## src/sv/csoe_pkg.sv

```systemverilog
package csoe_pkg;

	// Fixed field widths
	localparam int ADC_W   = 12;
	localparam int MA_W    = 21;
	localparam int POWER_W = 28;
	localparam int FILT_W  = 37;
	localparam int FRAC_W  = 16;
	localparam int ALPHA_W = 17;
	localparam int CMD_W   = 2;
	localparam int CFG_IDX_W  = 3;
	localparam int CFG_DATA_W = 17;

	// Defaults for the top-level parameters
	localparam int SAMPLE_COUNT_DEF = 32;
	localparam int ADC_BITS_DEF     = 12;

	// Queue between front and back
	localparam int QUEUE_DEPTH = 4;
	localparam int QPTR_W      = $clog2(QUEUE_DEPTH);
	localparam int QCNT_W      = $clog2(QUEUE_DEPTH + 1);

	// Numeric limits
	localparam int MA_MAX = 1048575;
	localparam int MA_MIN = -1048576;
	localparam logic [ALPHA_W-1:0] ALPHA_ONE = 17'h10000;

	// Command codes on the input channel
	localparam logic [CMD_W-1:0] CMD_SAMPLE = 2'd0;
	localparam logic [CMD_W-1:0] CMD_FAIL   = 2'd1;
	localparam logic [CMD_W-1:0] CMD_CLEAR  = 2'd2;

	// Register indexes
	localparam logic [CFG_IDX_W-1:0] REG_ZERO_CODE    = 3'd0;
	localparam logic [CFG_IDX_W-1:0] REG_CURRENT_GAIN = 3'd1;
	localparam logic [CFG_IDX_W-1:0] REG_EMA_ALPHA    = 3'd2;
	localparam logic [CFG_IDX_W-1:0] REG_SUPPLY_VOLTS = 3'd3;
	localparam logic [CFG_IDX_W-1:0] REG_SAT_MARGIN   = 3'd4;

	// Register reset values
	localparam logic [11:0] ZERO_CODE_RST    = 12'd2048;
	localparam logic [15:0] CURRENT_GAIN_RST = 16'd2063;
	localparam logic [16:0] EMA_ALPHA_RST    = 17'd6554;
	localparam logic [7:0]  SUPPLY_VOLTS_RST = 8'd24;
	localparam logic [11:0] SAT_MARGIN_RST   = 12'd10;

	typedef enum logic [1:0] {
		OP_SAMPLE,
		OP_FAIL,
		OP_CLEAR
	} op_t;

	typedef struct packed {
		op_t              op;
		logic [ADC_W-1:0] sample;
	} item_t;

	typedef struct packed {
		logic [11:0] zero_code;
		logic [15:0] current_gain;
		logic [16:0] ema_alpha;
		logic [7:0]  supply_volts;
		logic [11:0] saturation_margin;
	} cfg_t;

	typedef enum logic [3:0] {
		ST_IDLE,
		ST_DIV,
		ST_RAW_MUL,
		ST_RAW_CLAMP,
		ST_EMA_DIFF,
		ST_EMA_LO,
		ST_EMA_HI,
		ST_EMA_SUM,
		ST_EMA_UPD,
		ST_MAG,
		ST_POWER,
		ST_OUT
	} state_t;

endpackage

```

## src/sv/csoe_front.sv

```systemverilog
module csoe_front (
	input  logic                          clk,
	input  logic                          arst_n,
	input  logic                          in_valid,
	output logic                          in_stall,
	input  logic [csoe_pkg::CMD_W-1:0]    command,
	input  logic [csoe_pkg::ADC_W-1:0]    adc_sample,
	output logic                          q_valid,
	output csoe_pkg::item_t               q_item,
	input  logic                          q_pop
);
	import csoe_pkg::*;

	item_t             entries_q [QUEUE_DEPTH];
	logic [QPTR_W-1:0] wr_ptr_q;
	logic [QPTR_W-1:0] rd_ptr_q;
	logic [QCNT_W-1:0] count_q;
	op_t               op;
	logic              keep;
	logic              push;
	logic              pop;

	// Classify the command; the unused code is taken and dropped
	always_comb begin
		op   = OP_SAMPLE;
		keep = 1'b1;
		case (command)
			CMD_SAMPLE: op = OP_SAMPLE;
			CMD_FAIL:   op = OP_FAIL;
			CMD_CLEAR:  op = OP_CLEAR;
			default:    keep = 1'b0;
		endcase
	end

	assign in_stall = (count_q == QCNT_W'(QUEUE_DEPTH));
	assign push     = in_valid && !in_stall && keep;
	assign pop      = q_pop && q_valid;
	assign q_valid  = (count_q != '0);
	assign q_item   = entries_q[rd_ptr_q];

	// Advance the queue pointers and fill level
	always_ff @(posedge clk or negedge arst_n) begin
		if (!arst_n) begin
			wr_ptr_q <= '0;
			rd_ptr_q <= '0;
			count_q  <= '0;
		end else begin
			if (push)
				wr_ptr_q <= wr_ptr_q + 1'b1;
			if (pop)
				rd_ptr_q <= rd_ptr_q + 1'b1;
			if (push && !pop)
				count_q <= count_q + 1'b1;
			else if (pop && !push)
				count_q <= count_q - 1'b1;
		end
	end

	// Store the classified beat
	always_ff @(posedge clk) begin
		if (push) begin
			entries_q[wr_ptr_q].op     <= op;
			entries_q[wr_ptr_q].sample <= adc_sample;
		end
	end

endmodule

```

## src/sv/csoe_back.sv

```systemverilog
module csoe_back #(
	parameter int SAMPLE_COUNT = csoe_pkg::SAMPLE_COUNT_DEF,
	parameter int ADC_BITS     = csoe_pkg::ADC_BITS_DEF
) (
	input  logic                              clk,
	input  logic                              arst_n,
	input  logic                              q_valid,
	input  csoe_pkg::item_t                   q_item,
	output logic                              q_pop,
	input  csoe_pkg::cfg_t                    cfg,
	output logic                              out_valid,
	input  logic                              out_stall,
	output logic signed [csoe_pkg::MA_W-1:0]  raw_current_ma,
	output logic signed [csoe_pkg::MA_W-1:0]  filtered_current_ma,
	output logic [csoe_pkg::MA_W-1:0]         abs_current_ma,
	output logic [csoe_pkg::POWER_W-1:0]      power_mw,
	output logic                              saturated
);
	import csoe_pkg::*;

	localparam int CNT_W = (SAMPLE_COUNT > 1) ? $clog2(SAMPLE_COUNT) : 1;
	localparam int SUM_W = ADC_W + $clog2(SAMPLE_COUNT);
	localparam int THR_W = ((ADC_BITS > ADC_W) ? ADC_BITS : ADC_W) + 2;
	localparam logic [THR_W-1:0] FULL_SCALE = THR_W'(2 ** ADC_BITS);
	localparam int DIFF_W = FILT_W + 1;
	localparam int HALF_W = DIFF_W / 2;
	localparam int TOT_W  = 55;
	// Reciprocal of the window length, exact for every sum that fits SUM_W
	localparam int DIV_SH  = SUM_W + $clog2(SAMPLE_COUNT);
	localparam int RECIP_W = SUM_W + 1;
	localparam logic [RECIP_W-1:0] RECIP = RECIP_W'(((64'd1 << DIV_SH) +
		64'(SAMPLE_COUNT) - 64'd1) / 64'(SAMPLE_COUNT));

	state_t state_q, state_d;

	// Window and filter state
	logic [SUM_W-1:0]         sum_q;
	logic [ADC_W-1:0]         peak_q;
	logic [CNT_W-1:0]         cnt_q;
	logic signed [FILT_W-1:0] fv_q;
	logic                     started_q;

	// Sequencer scratch
	logic [SUM_W-1:0]         dividend_q;
	logic [ADC_W-1:0]         avg_q;
	logic                     sat_q;
	logic signed [MA_W-1:0]   raw_q;
	logic signed [DIFF_W-1:0] diff_q;
	logic signed [39:0]       mul_q;
	logic [35:0]              lo_q;
	logic [38:0]              delta_q;
	logic [MA_W-1:0]          mag_q;
	logic                     out_valid_q;

	logic              load_out;
	logic              win_end;
	logic [SUM_W-1:0]  sum_nx;
	logic [ADC_W-1:0]  peak_nx;
	logic [2*SUM_W:0]  quot_prod;
	logic signed [12:0] zdiff;
	logic [ALPHA_W-1:0] alpha_c;
	logic signed [21:0] mul_a;
	logic signed [17:0] mul_b;
	logic signed [39:0] prod;
	logic signed [31:0] scaled;
	logic signed [MA_W-1:0] raw_c;
	logic [TOT_W-1:0]   total;
	logic signed [MA_W-1:0] filt;
	logic               sat_nx;

	// Window update for the beat at the head of the queue
	always_comb begin
		sum_nx  = sum_q;
		peak_nx = peak_q;
		if (q_item.op == OP_SAMPLE) begin
			sum_nx = sum_q + SUM_W'(q_item.sample);
			if (q_item.sample > peak_q)
				peak_nx = q_item.sample;
		end
	end

	assign win_end = (q_item.op != OP_CLEAR) && (cnt_q == CNT_W'(SAMPLE_COUNT - 1));
	assign sat_nx  = (THR_W'(peak_nx) + THR_W'(cfg.saturation_margin)) >= FULL_SCALE;

	// Window average by reciprocal multiply, and arithmetic helpers
	assign quot_prod = {{RECIP_W{1'b0}}, dividend_q} * {{SUM_W{1'b0}}, RECIP};
	assign zdiff   = {1'b0, avg_q} - {1'b0, cfg.zero_code};
	assign alpha_c = (cfg.ema_alpha > ALPHA_ONE) ? ALPHA_ONE : cfg.ema_alpha;
	assign scaled  = mul_q[39:8];
	assign total   = ({{(TOT_W-40){mul_q[39]}}, mul_q} << HALF_W) +
	                 {{(TOT_W-36){1'b0}}, lo_q};
	assign filt    = fv_q[FILT_W-1:FRAC_W];

	always_comb begin
		if (scaled > MA_MAX)
			raw_c = MA_W'(MA_MAX);
		else if (scaled < MA_MIN)
			raw_c = MA_W'(MA_MIN);
		else
			raw_c = scaled[MA_W-1:0];
	end

	// Shared multiplier operand select
	always_comb begin
		mul_a = '0;
		mul_b = '0;
		case (state_q)
			ST_RAW_MUL: begin
				mul_a = {{9{zdiff[12]}}, zdiff};
				mul_b = {2'b00, cfg.current_gain};
			end
			ST_EMA_LO: begin
				mul_a = {3'b000, diff_q[HALF_W-1:0]};
				mul_b = {1'b0, alpha_c};
			end
			ST_EMA_HI: begin
				mul_a = {{3{diff_q[DIFF_W-1]}}, diff_q[DIFF_W-1:HALF_W]};
				mul_b = {1'b0, alpha_c};
			end
			ST_POWER: begin
				mul_a = {1'b0, mag_q};
				mul_b = {10'b0, cfg.supply_volts};
			end
			default: begin
				mul_a = '0;
				mul_b = '0;
			end
		endcase
	end

	assign prod = mul_a * mul_b;

	// Hold the sequencer state
	always_ff @(posedge clk or negedge arst_n) begin
		if (!arst_n)
			state_q <= ST_IDLE;
		else
			state_q <= state_d;
	end

	// Next state and handshake outputs
	always_comb begin
		state_d  = state_q;
		q_pop    = 1'b0;
		load_out = 1'b0;
		case (state_q)
			ST_IDLE: begin
				if (q_valid) begin
					q_pop = 1'b1;
					if (win_end)
						state_d = ST_DIV;
				end
			end
			ST_DIV:       state_d = ST_RAW_MUL;
			ST_RAW_MUL:   state_d = ST_RAW_CLAMP;
			ST_RAW_CLAMP: state_d = started_q ? ST_EMA_DIFF : ST_MAG;
			ST_EMA_DIFF:  state_d = ST_EMA_LO;
			ST_EMA_LO:    state_d = ST_EMA_HI;
			ST_EMA_HI:    state_d = ST_EMA_SUM;
			ST_EMA_SUM:   state_d = ST_EMA_UPD;
			ST_EMA_UPD:   state_d = ST_MAG;
			ST_MAG:       state_d = ST_POWER;
			ST_POWER:     state_d = ST_OUT;
			ST_OUT: begin
				if (!out_valid_q || !out_stall) begin
					load_out = 1'b1;
					state_d  = ST_IDLE;
				end
			end
			default: state_d = ST_IDLE;
		endcase
	end

	// Window, filter and output-valid state
	always_ff @(posedge clk or negedge arst_n) begin
		if (!arst_n) begin
			sum_q       <= '0;
			peak_q      <= '0;
			cnt_q       <= '0;
			fv_q        <= '0;
			started_q   <= 1'b0;
			out_valid_q <= 1'b0;
		end else begin
			if (q_pop) begin
				if (q_item.op == OP_CLEAR) begin
					sum_q     <= '0;
					peak_q    <= '0;
					cnt_q     <= '0;
					fv_q      <= '0;
					started_q <= 1'b0;
				end else if (win_end) begin
					sum_q  <= '0;
					peak_q <= '0;
					cnt_q  <= '0;
				end else begin
					sum_q  <= sum_nx;
					peak_q <= peak_nx;
					cnt_q  <= cnt_q + 1'b1;
				end
			end
			// Seed the filter from the first window
			if (state_q == ST_RAW_CLAMP && !started_q) begin
				fv_q      <= {raw_c, {FRAC_W{1'b0}}};
				started_q <= 1'b1;
			end
			if (state_q == ST_EMA_UPD)
				fv_q <= fv_q + delta_q[FILT_W-1:0];
			if (load_out)
				out_valid_q <= 1'b1;
			else if (!out_stall)
				out_valid_q <= 1'b0;
		end
	end

	// Sequencer datapath
	always_ff @(posedge clk) begin
		case (state_q)
			ST_IDLE: begin
				if (q_pop && win_end) begin
					dividend_q <= sum_nx;
					sat_q      <= sat_nx;
				end
			end
			ST_DIV:       avg_q <= quot_prod[DIV_SH +: ADC_W];
			ST_RAW_MUL:   mul_q <= prod;
			ST_RAW_CLAMP: raw_q <= raw_c;
			ST_EMA_DIFF: begin
				diff_q <= {raw_c[MA_W-1], raw_q, {FRAC_W{1'b0}}} - {fv_q[FILT_W-1], fv_q};
			end
			ST_EMA_LO: mul_q <= prod;
			ST_EMA_HI: begin
				lo_q  <= mul_q[35:0];
				mul_q <= prod;
			end
			ST_EMA_SUM: delta_q <= total[TOT_W-1:FRAC_W];
			ST_MAG:     mag_q <= filt[MA_W-1] ? (~filt + 1'b1) : filt;
			ST_POWER:   mul_q <= prod;
			default: begin
			end
		endcase
	end

	// Output register
	always_ff @(posedge clk) begin
		if (load_out) begin
			raw_current_ma      <= raw_q;
			filtered_current_ma <= filt;
			abs_current_ma      <= mag_q;
			power_mw            <= mul_q[POWER_W-1:0];
			saturated           <= sat_q;
		end
	end

	assign out_valid = out_valid_q;

endmodule

```

## src/sv/current_sense_oversample_ema.sv

```systemverilog
// Hall current sensor front end: every accepted beat is one ADC slot (valid
// sample, failed conversion, or a clear of window and filter). Beats go into a
// four-entry queue and the back end retires one slot per clock while idle, so
// samples are taken at one per cycle while the queue has room. After
// SAMPLE_COUNT slots the back end runs its result sequence: a reciprocal
// multiply for the window average, then the milliamp scaling, the filter
// update (skipped on the first window after reset or a clear, which seeds the
// filter), and magnitude, power and the output load; scaling, filter and power
// share one multiplier. During that sequence the queue keeps accepting until
// full. The result sits in an output register until taken. Registers are
// written through the cfg port, which is always ready; write them only while
// the block is idle.
module current_sense_oversample_ema #(
	parameter int SAMPLE_COUNT = csoe_pkg::SAMPLE_COUNT_DEF,
	parameter int ADC_BITS     = csoe_pkg::ADC_BITS_DEF
) (
	input  logic                               clk,
	input  logic                               arst_n,
	input  logic                               in_valid,
	output logic                               in_stall,
	input  logic [csoe_pkg::CMD_W-1:0]         command,
	input  logic [csoe_pkg::ADC_W-1:0]         adc_sample,
	output logic                               out_valid,
	input  logic                               out_stall,
	output logic signed [csoe_pkg::MA_W-1:0]   raw_current_ma,
	output logic signed [csoe_pkg::MA_W-1:0]   filtered_current_ma,
	output logic [csoe_pkg::MA_W-1:0]          abs_current_ma,
	output logic [csoe_pkg::POWER_W-1:0]       power_mw,
	output logic                               saturated,
	input  logic                               cfg_valid,
	output logic                               cfg_ready,
	input  logic [csoe_pkg::CFG_IDX_W-1:0]     cfg_index,
	input  logic [csoe_pkg::CFG_DATA_W-1:0]    cfg_data
);
	import csoe_pkg::*;

	cfg_t  cfg_q;
	logic  q_valid;
	item_t q_item;
	logic  q_pop;

	assign cfg_ready = 1'b1;

	// Register file; writes beyond the list are dropped
	always_ff @(posedge clk or negedge arst_n) begin
		if (!arst_n) begin
			cfg_q.zero_code         <= ZERO_CODE_RST;
			cfg_q.current_gain      <= CURRENT_GAIN_RST;
			cfg_q.ema_alpha         <= EMA_ALPHA_RST;
			cfg_q.supply_volts      <= SUPPLY_VOLTS_RST;
			cfg_q.saturation_margin <= SAT_MARGIN_RST;
		end else if (cfg_valid && cfg_ready) begin
			case (cfg_index)
				REG_ZERO_CODE:    cfg_q.zero_code         <= cfg_data[11:0];
				REG_CURRENT_GAIN: cfg_q.current_gain      <= cfg_data[15:0];
				REG_EMA_ALPHA:    cfg_q.ema_alpha         <= cfg_data[16:0];
				REG_SUPPLY_VOLTS: cfg_q.supply_volts      <= cfg_data[7:0];
				REG_SAT_MARGIN:   cfg_q.saturation_margin <= cfg_data[11:0];
				default: begin
				end
			endcase
		end
	end

	csoe_front u_front (
		.clk        (clk),
		.arst_n     (arst_n),
		.in_valid   (in_valid),
		.in_stall   (in_stall),
		.command    (command),
		.adc_sample (adc_sample),
		.q_valid    (q_valid),
		.q_item     (q_item),
		.q_pop      (q_pop)
	);

	csoe_back #(
		.SAMPLE_COUNT (SAMPLE_COUNT),
		.ADC_BITS     (ADC_BITS)
	) u_back (
		.clk                 (clk),
		.arst_n              (arst_n),
		.q_valid             (q_valid),
		.q_item              (q_item),
		.q_pop               (q_pop),
		.cfg                 (cfg_q),
		.out_valid           (out_valid),
		.out_stall           (out_stall),
		.raw_current_ma      (raw_current_ma),
		.filtered_current_ma (filtered_current_ma),
		.abs_current_ma      (abs_current_ma),
		.power_mw            (power_mw),
		.saturated           (saturated)
	);

endmodule

```

## config.mk

```make
export PLATFORM = sky130hd
export DESIGN_NAME = current_sense_oversample_ema
export DESIGN_NICKNAME = d
export VERILOG_FILES = /design/src/sv/csoe_pkg.sv /design/src/sv/csoe_front.sv /design/src/sv/csoe_back.sv /design/src/sv/current_sense_oversample_ema.sv
export SDC_FILE = /design/constraint.sdc
export NUM_CORES = 2
export LEC_CHECK = 0
export BUFFER_PORTS_ARGS = -buffer_cell sky130_fd_sc_hd__buf_2
export CAP_MARGIN = 30
export CORE_ASPECT_RATIO = 0.6
export CORE_MARGIN = 5
export CORE_UTILIZATION = 45
export DETAILED_ROUTE_END_ITERATION = 16
export SLEW_MARGIN = 20
export SYNTH_ARGS = -nofsm -noshare
export SYNTH_HDL_FRONTEND = slang
export SYNTH_SLANG_ARGS = --single-unit
```

## constraint.sdc

```tcl
create_clock -name clk -period 12 [get_ports clk]
set_input_delay 3.6 -clock clk [delete_from_list [all_inputs] [get_ports clk]]
set_output_delay 3.6 -clock clk [all_outputs]
set_load 0.02 [all_outputs]
```

==> Word level (Yosys, flattened, before mapping) <==
Memory sizes are Yosys's and may differ from the RTL's.
Index checks and enable logic that the tools add are counted.
{ "classes": {"add_sub_neg": 12, "multipliers": 1, "eq_ne": 25, "n_lt_le_gt_ge": 5, "muxes": 39, "reduce_logical": 37, "bitwise": 1} }
{ "ops": {"columns": ["operator", "n"], "rows": [
  ["$mux W37", 4],
  ["$pmux W22 S4", 1],
  ["$mux W17", 4],
  ["$add A53 B36 Y53", 1],
  ["$pmux W17 S3", 1],
  ["$mux W12", 4],
  ["$pmux W4 S12", 1],
  ["$mux W21", 2],
  ["$mul A22 B18 Y40", 1],
  ["$sub A38 B38 Y38", 1],
  ["$add A37 B37 Y37", 1],
  ["$gt A32 B21 Y1 const B", 1],
  ["$lt A32 B21 Y1 const B", 1],
  ["$add A21 B1 Y21 const B", 1],
  ["$not A21 Y21", 1],
  ["$mux W20", 1],
  ["$add A17 B12 Y17", 1],
  ["$gt A17 B17 Y1 const B", 1],
  ["$eq A4 B3 Y1 const B", 4],
  ["$eq A4 B4 Y1 const B", 4],
  ["$mux W4", 4],
  ["$reduce_and A2 Y1", 8],
  ["$ge A14 B13 Y1 const B", 1],
  ["$add A12 B12 Y13", 1],
  ["other kinds (32)", 70]
]} }
{ "word_totals": {"ff_bits": 464, "out_inout_bits": 95, "ramBits": 56, "n_memories": 1, "in_bits": 39} }
{ "mem_list": {"columns": ["memory", "words", "word_bits", "rd", "rd_ports_with_merged_regs", "write_ports", "line_no", "source"], "rows": [
  ["u_front.entries_q", 4, 14, 1, 0, 1, "csoe_front.sv:14", "item_t entries_q [QUEUE_DEPTH];"]
]} }

==> Depth between registers and ports, before layout <==
{ "depth": {"depth_word": 8, "depth_mapped": 38, "ltp_nobuf": 36} }

==> Modules after synthesis <==
A second synthesis with hierarchy kept.
{ "unflattened": {"hier_cells": 3502, "hier_area_um2": 37970.2} }
{ "by_module_without_submodules": {"columns": ["module", "cells_per_inst", "area_each_um2", "instances", "seq_area_each_um2"], "rows": [
  ["csoe_back", 3249, 32829.0, 1, 10755.3],
  ["current_sense_oversample_ema", 143, 2628.8, 1, 1647.8],
  ["csoe_front", 110, 2512.4, 1, 1856.8]
]} }

==> Worst setup path before layout <==
OpenSTA, ideal clock, no wires.
{ "synth_timing": {"kind": "input to register", "startpoint": "in out_stall", "endpoint": "reg u_back.abs_current_ma[0] (netlist bit) (enable)", "t_arrival_ps": 8066, "path_slack_ps": 3361, "path_buffers": 0, "stages": 1, "cell_sequence": "a21oi_1"} }
{ "synth_between": {"elab_chain_len": 4} }
{ "synth_rtl": {"columns": ["element", "line_no", "source"], "rows": [
  ["start: declaration", "current_sense_oversample_ema.sv:24", "input logic out_stall,"],
  ["$logic_not A1 Y1", "csoe_back.sv:165", "if (!out_valid_q || !out_stall) begin"],
  ["$logic_or A1 B1 Y1", "csoe_back.sv:165", null],
  ["$mux W1", "csoe_back.sv:165", null],
  ["$mux W1", "csoe_back.sv:146", "case (state_q)"],
  ["end signal: assignment", "csoe_back.sv:248", "abs_current_ma <= mag_q;"],
  ["end: declaration", "csoe_back.sv:15", "output logic [csoe_pkg::MA_W-1:0] abs_current_ma,"]
]} }
No other way between the ends.
A chain may end at the register's enable or synchronous reset.

==> Worst setup path in the final report <==
{ "layout_timing": {"startpoint": "reg cfg_q[53] (netlist bit)", "endpoint": "reg u_back.mul_q[39], data pin"} }
{ "layout_between": {"elab_chain_len": 3} }
{ "layout_rtl": {"columns": ["element", "line_no", "source"], "rows": [
  ["start: declaration", "current_sense_oversample_ema.sv:37", "cfg_t cfg_q;"],
  ["$sub A12 B12 Y13", "csoe_back.sv:87", "assign zdiff = {1'b0, avg_q} - {1'b0, cfg.zero_code};"],
  ["$pmux W22 S4", "csoe_back.sv:107", "case (state_q)"],
  ["$mul A22 B18 Y40", "csoe_back.sv:131", "assign prod = mul_a * mul_b;"],
  ["via u_back.prod[39]", "csoe_back.sv:64", "logic signed [39:0] prod;"],
  ["end signal: assignment", "csoe_back.sv:225", "ST_RAW_MUL: mul_q <= prod;"],
  ["end signal: assignment", "csoe_back.sv:230", "ST_EMA_LO: mul_q <= prod;"],
  ["end signal: assignment", "csoe_back.sv:233", "mul_q <= prod;"],
  ["end: declaration", "csoe_back.sv:49", "logic signed [39:0] mul_q;"]
]} }
The timed path passes the listed nets, and every way through them passes these cells.

==> out/results.md <==
- run status: completed
- flip-flop and latch count after synthesis: 499
- final hold violation count: 0
- Comb power frac: 55.4%
- Sw Pwr: 4.67 mW
- routed length per placed instance: 22.5 microns
- critical setup path kind: reg -> reg
- # clock sinks: 499
- Non-Filler Cell Area, Final: 41100 sq um
- utilization after layout: 50.2%
- Arrival @ worst endpoint: 10.57 ns
- weighted congestion reported at the end of routability-driven placement: 0.973
- Final Hold Slack: 0.404 ns
- filler cell count: 7297
- data required time at the worst endpoint: 12.36 ns
- layout cells sized above 1: 11.6%
- cell with the most instances on the worst path: sky130_fd_sc_hd__fa_1
- placed instance area: 39400 sq um
- via count of the first global-routing pass: 25.0k
- source-to-sink clock delay at the later pin of the worst-skew pair: 0.64 ns
- Critical Path Slowest Stage Cell: sky130_fd_sc_hd__a221oi_1
- first-pass GRT wire length: 159 mm
- unrepaired setup endpoints after global routing: false
- setup bufs post-CTS: 0
- FF+latch area: 14300 sq um
- Max VDD drop: 0.000129 V
- Hold WC Path Type: reg -> reg
- Power Density: 246 nW/um^2
- Chip Width: 382 microns
- hold-fix buffer count after cts: 0
- Least-Margin Pin Slew: 1.15 ns
- Mapped Nets: 4058
- Vias: 26.1k
- Synth-to-Final Area Change: 10.2%
- critical path peak fanout: 14
- pin count of the biggest net entering global routing: 81
- combined buffer and inverter count along the critical path: 4
- Max Freq: 97.9 MHz
- commonest register cell after synthesis: sky130_fd_sc_hd__edfxtp_1
- number of resized instances in the post-cts repair step: 0
- Sum Neg Setup Slack: 0 ns
- number of input and output port buffers inserted: 132
- area of the placeable core: 81800 sq um
- maxcap violations: 0
- final period demand of the worst path: 10.21 ns
- Post-Synthesis Cells: 3414
- Final period util: 85.1%
- logic depth of the worst path, buffers included: 33
- leakage power total: 18.1 nW
- residual overflow from global routing: 0
- aggregate global-route resource usage: 23.8%
- design internal power: 5.42 mW
- switch share: 46.3%
- total clock buffers created by CTS: 49
- crit end category: register
- Startpoint Class: register
- number of detailed-route iterations in the first pass: 6
- DIE AREA: 88900 sq um
- average size of a mapped cell: 10.9 sq um
- clock tree buffer depth: 3
- largest area contributor in the netlist: sky130_fd_sc_hd__edfxtp_1
- worst hold path stage count: 0
- starting density of the core: 45.6%
- clock network power share: 15.4%
- clock-pin transition on the worst setup and hold timing paths: 0.06 ns
- top-level port count: 134
- Cell Area, Synth: 37300 sq um
- slowest cell delay on critical path: 1.09 ns
- max-slew violation count: 0
- number of antenna violations at the first check in global routing: 1
- CTS H-Tree Depth: 2
- depth of the most critical reg-to-reg path: 33
- final number of setup-violating endpoints: 0
- number of unique standard cell types used by synthesis: 89
- standard-cell row count: 81
- sequential cell fraction of total power: 29.2%
- most frequent cells in the layout: 521 x sky130_fd_sc_hd__inv_1, 377 x sky130_fd_sc_hd__fa_1, 358 x sky130_fd_sc_hd__nand2_1
- Setup Skew: 0.0526 ns
- die height: 233 microns
- root buffer selected by CTS: sky130_fd_sc_hd__clkbuf_16
- share of the yosys chip area belonging to registers: 38.3%
- clock tree from TritonCTS: done
- Remaining DRCs: 0
- synth warn: 0
- leading cell type in the layout, fill and taps excluded: sky130_fd_sc_hd__inv_1
- share of synthesized flip-flops with an asynchronous set or reset: 29.9%
- largest delay contributor family on the critical path: adder cells
- area fraction of the dominant cell type after synthesis: 28.2%
- area of combinational cells with multiple inputs: 20800 sq um
- residual antenna-violating net count after detailed routing: 0
- Routed WL: 105 mm
- dpl hpwl: 84.0 mm
- routed vias/inst: 5.59
- number of synthesized flops with an enable pin: 350
- fin nets: 4200
- slew margin rel.: 22.7%
- cell types with the largest area share after synthesis: sky130_fd_sc_hd__edfxtp_1 28%, sky130_fd_sc_hd__fa_1 20%, sky130_fd_sc_hd__dfrtp_1 8.9%, sky130_fd_sc_hd__ha_1 7.7%, sky130_fd_sc_hd__inv_1 5.2%
- number of violations reported at the end of detailed-routing iteration 0: 2674
area by class of cell:
cell class | count | share of cell area (%)
diodes | 2 | 0.0122
clock buffers | 66 | 3.19
clock inverters | 21 | 0.594
inverters | 524 | 4.79
multi-input cells | 2292 | 50.6
flip-flops and latches | 499 | 34.7
well taps | 1079 | 3.29
repair buffers | 190 | 2.78
power groups by stage:
stage          clock [mW]  combinational, mW  sequential [mW]
2_1_floorplan           0               3.91             2.80
3_3_place_gp            0               5.41             2.96
3_5_place_dp            0               5.45             2.97
4_1_cts              1.59               5.50             2.94
5_1_grt              1.66               6.18             2.98
6_report             1.56               5.58             2.95
cells by family (layout without fill, tap and decap cells):
logic type	count (synthesis)	in the layout	synth area share [%]
and+or+nand+nor	884	884	10.6
other	1	3	0.0101
AOI/OAI and AO/OA	531	531	9.57
DFF	499	499	38.3
xor gates and xnor gates	181	181	4.25
adders and majority gates	605	605	27.9
muxes	90	90	3.13
buffers and inverters	623	801	6.32
Yosys cell counts, drive strengths merged, types with 24 or more instances:
library cell  count
xor2             62
a21oi           114
nor2b            25
dfrtp           132
nand3            24
mux2             74
ha              228
o21a             26
nand2           360
o21ai           141
edfxtp          350
nor2            273
clkbuf           85
fa              377
xnor2           119
nand2b           37
inv             523
a21o             71
nor3             34
flip-flops by register name (all words and copies together) (netlist names), 2 cells and up:
signal                      count
u_back.filtered_current_ma     21
u_back.sum_q                   17
u_front.count_q                 3
cfg_q                          65
u_back.mul_q                   40
u_front.wr_ptr_q                2
u_back.lo_q                    20
u_back.cnt_q                    5
u_front.rd_ptr_q                2
u_back.diff_q                  38
u_back.peak_q                  12
u_back.mag_q                   21
u_back.raw_q                   21
u_back.dividend_q              12
u_back.power_mw                28
u_front.entries_q              56
u_back.raw_current_ma          21
u_back.state_q                  4
u_back.avg_q                   12
u_back.delta_q                 37
u_back.abs_current_ma          21
u_back.fv_q                    37
worst register-to-register path, delay by kind of cell, from the launching register on:
family                   cells  cell delay [ns]
XOR/XNOR                     1             0.13
AND/OR/NAND/NOR              8             1.86
flip-flops                   1             0.38
AO/OA/AOI/OAI               11             3.34
adder cells (fa/ha/maj)      9             4.06
buffers and inverters        4             0.20
layer usage:
layer | wire length [microns] | up-vias | global-route usage (%)
met4 | 1590 | 2 | 3.88
met3 | 13200 | 106 | 8.81
met2 | 39700 | 1131 | 30.2
met1 | 50700 | 13200 | 38.2
li1 | - | 11700 | -
met5 | 159 | - | 1.36
through the flow:
| step | total power [mW] | setup slack [ns] | instances |
|---|---|---|---|
| 6_report | 10.1 | 1.79 | 4673 |
| 3_5_place_dp | 8.42 | 2.07 | 4579 |
| 5_1_grt | 10.8 | 1.26 | 4671 |
| 2_1_floorplan | 6.71 | 3.36 | 3414 |
| 3_3_place_gp | 8.37 | 2.25 | 4577 |
| 4_1_cts | 10.0 | 2.06 | 4666 |
worst paths after layout:
check	endpoint	slack, ns	from
setup / recovery	u_back.mul_q[39]	1.79	cfg_q[53]
hold / removal	u_back.delta_q[0]	0.40	u_back.lo_q[16]
setup reg to reg	u_back.mul_q[39]	1.79	cfg_q[53]
hold reg to reg	u_back.delta_q[0]	0.40	u_back.lo_q[16]
max in group asynchronous	cfg_q[32]	7.65	arst_n
min in group asynchronous	u_back.fv_q[5]	2.87	arst_n
(Power assumes the default switching activity.)
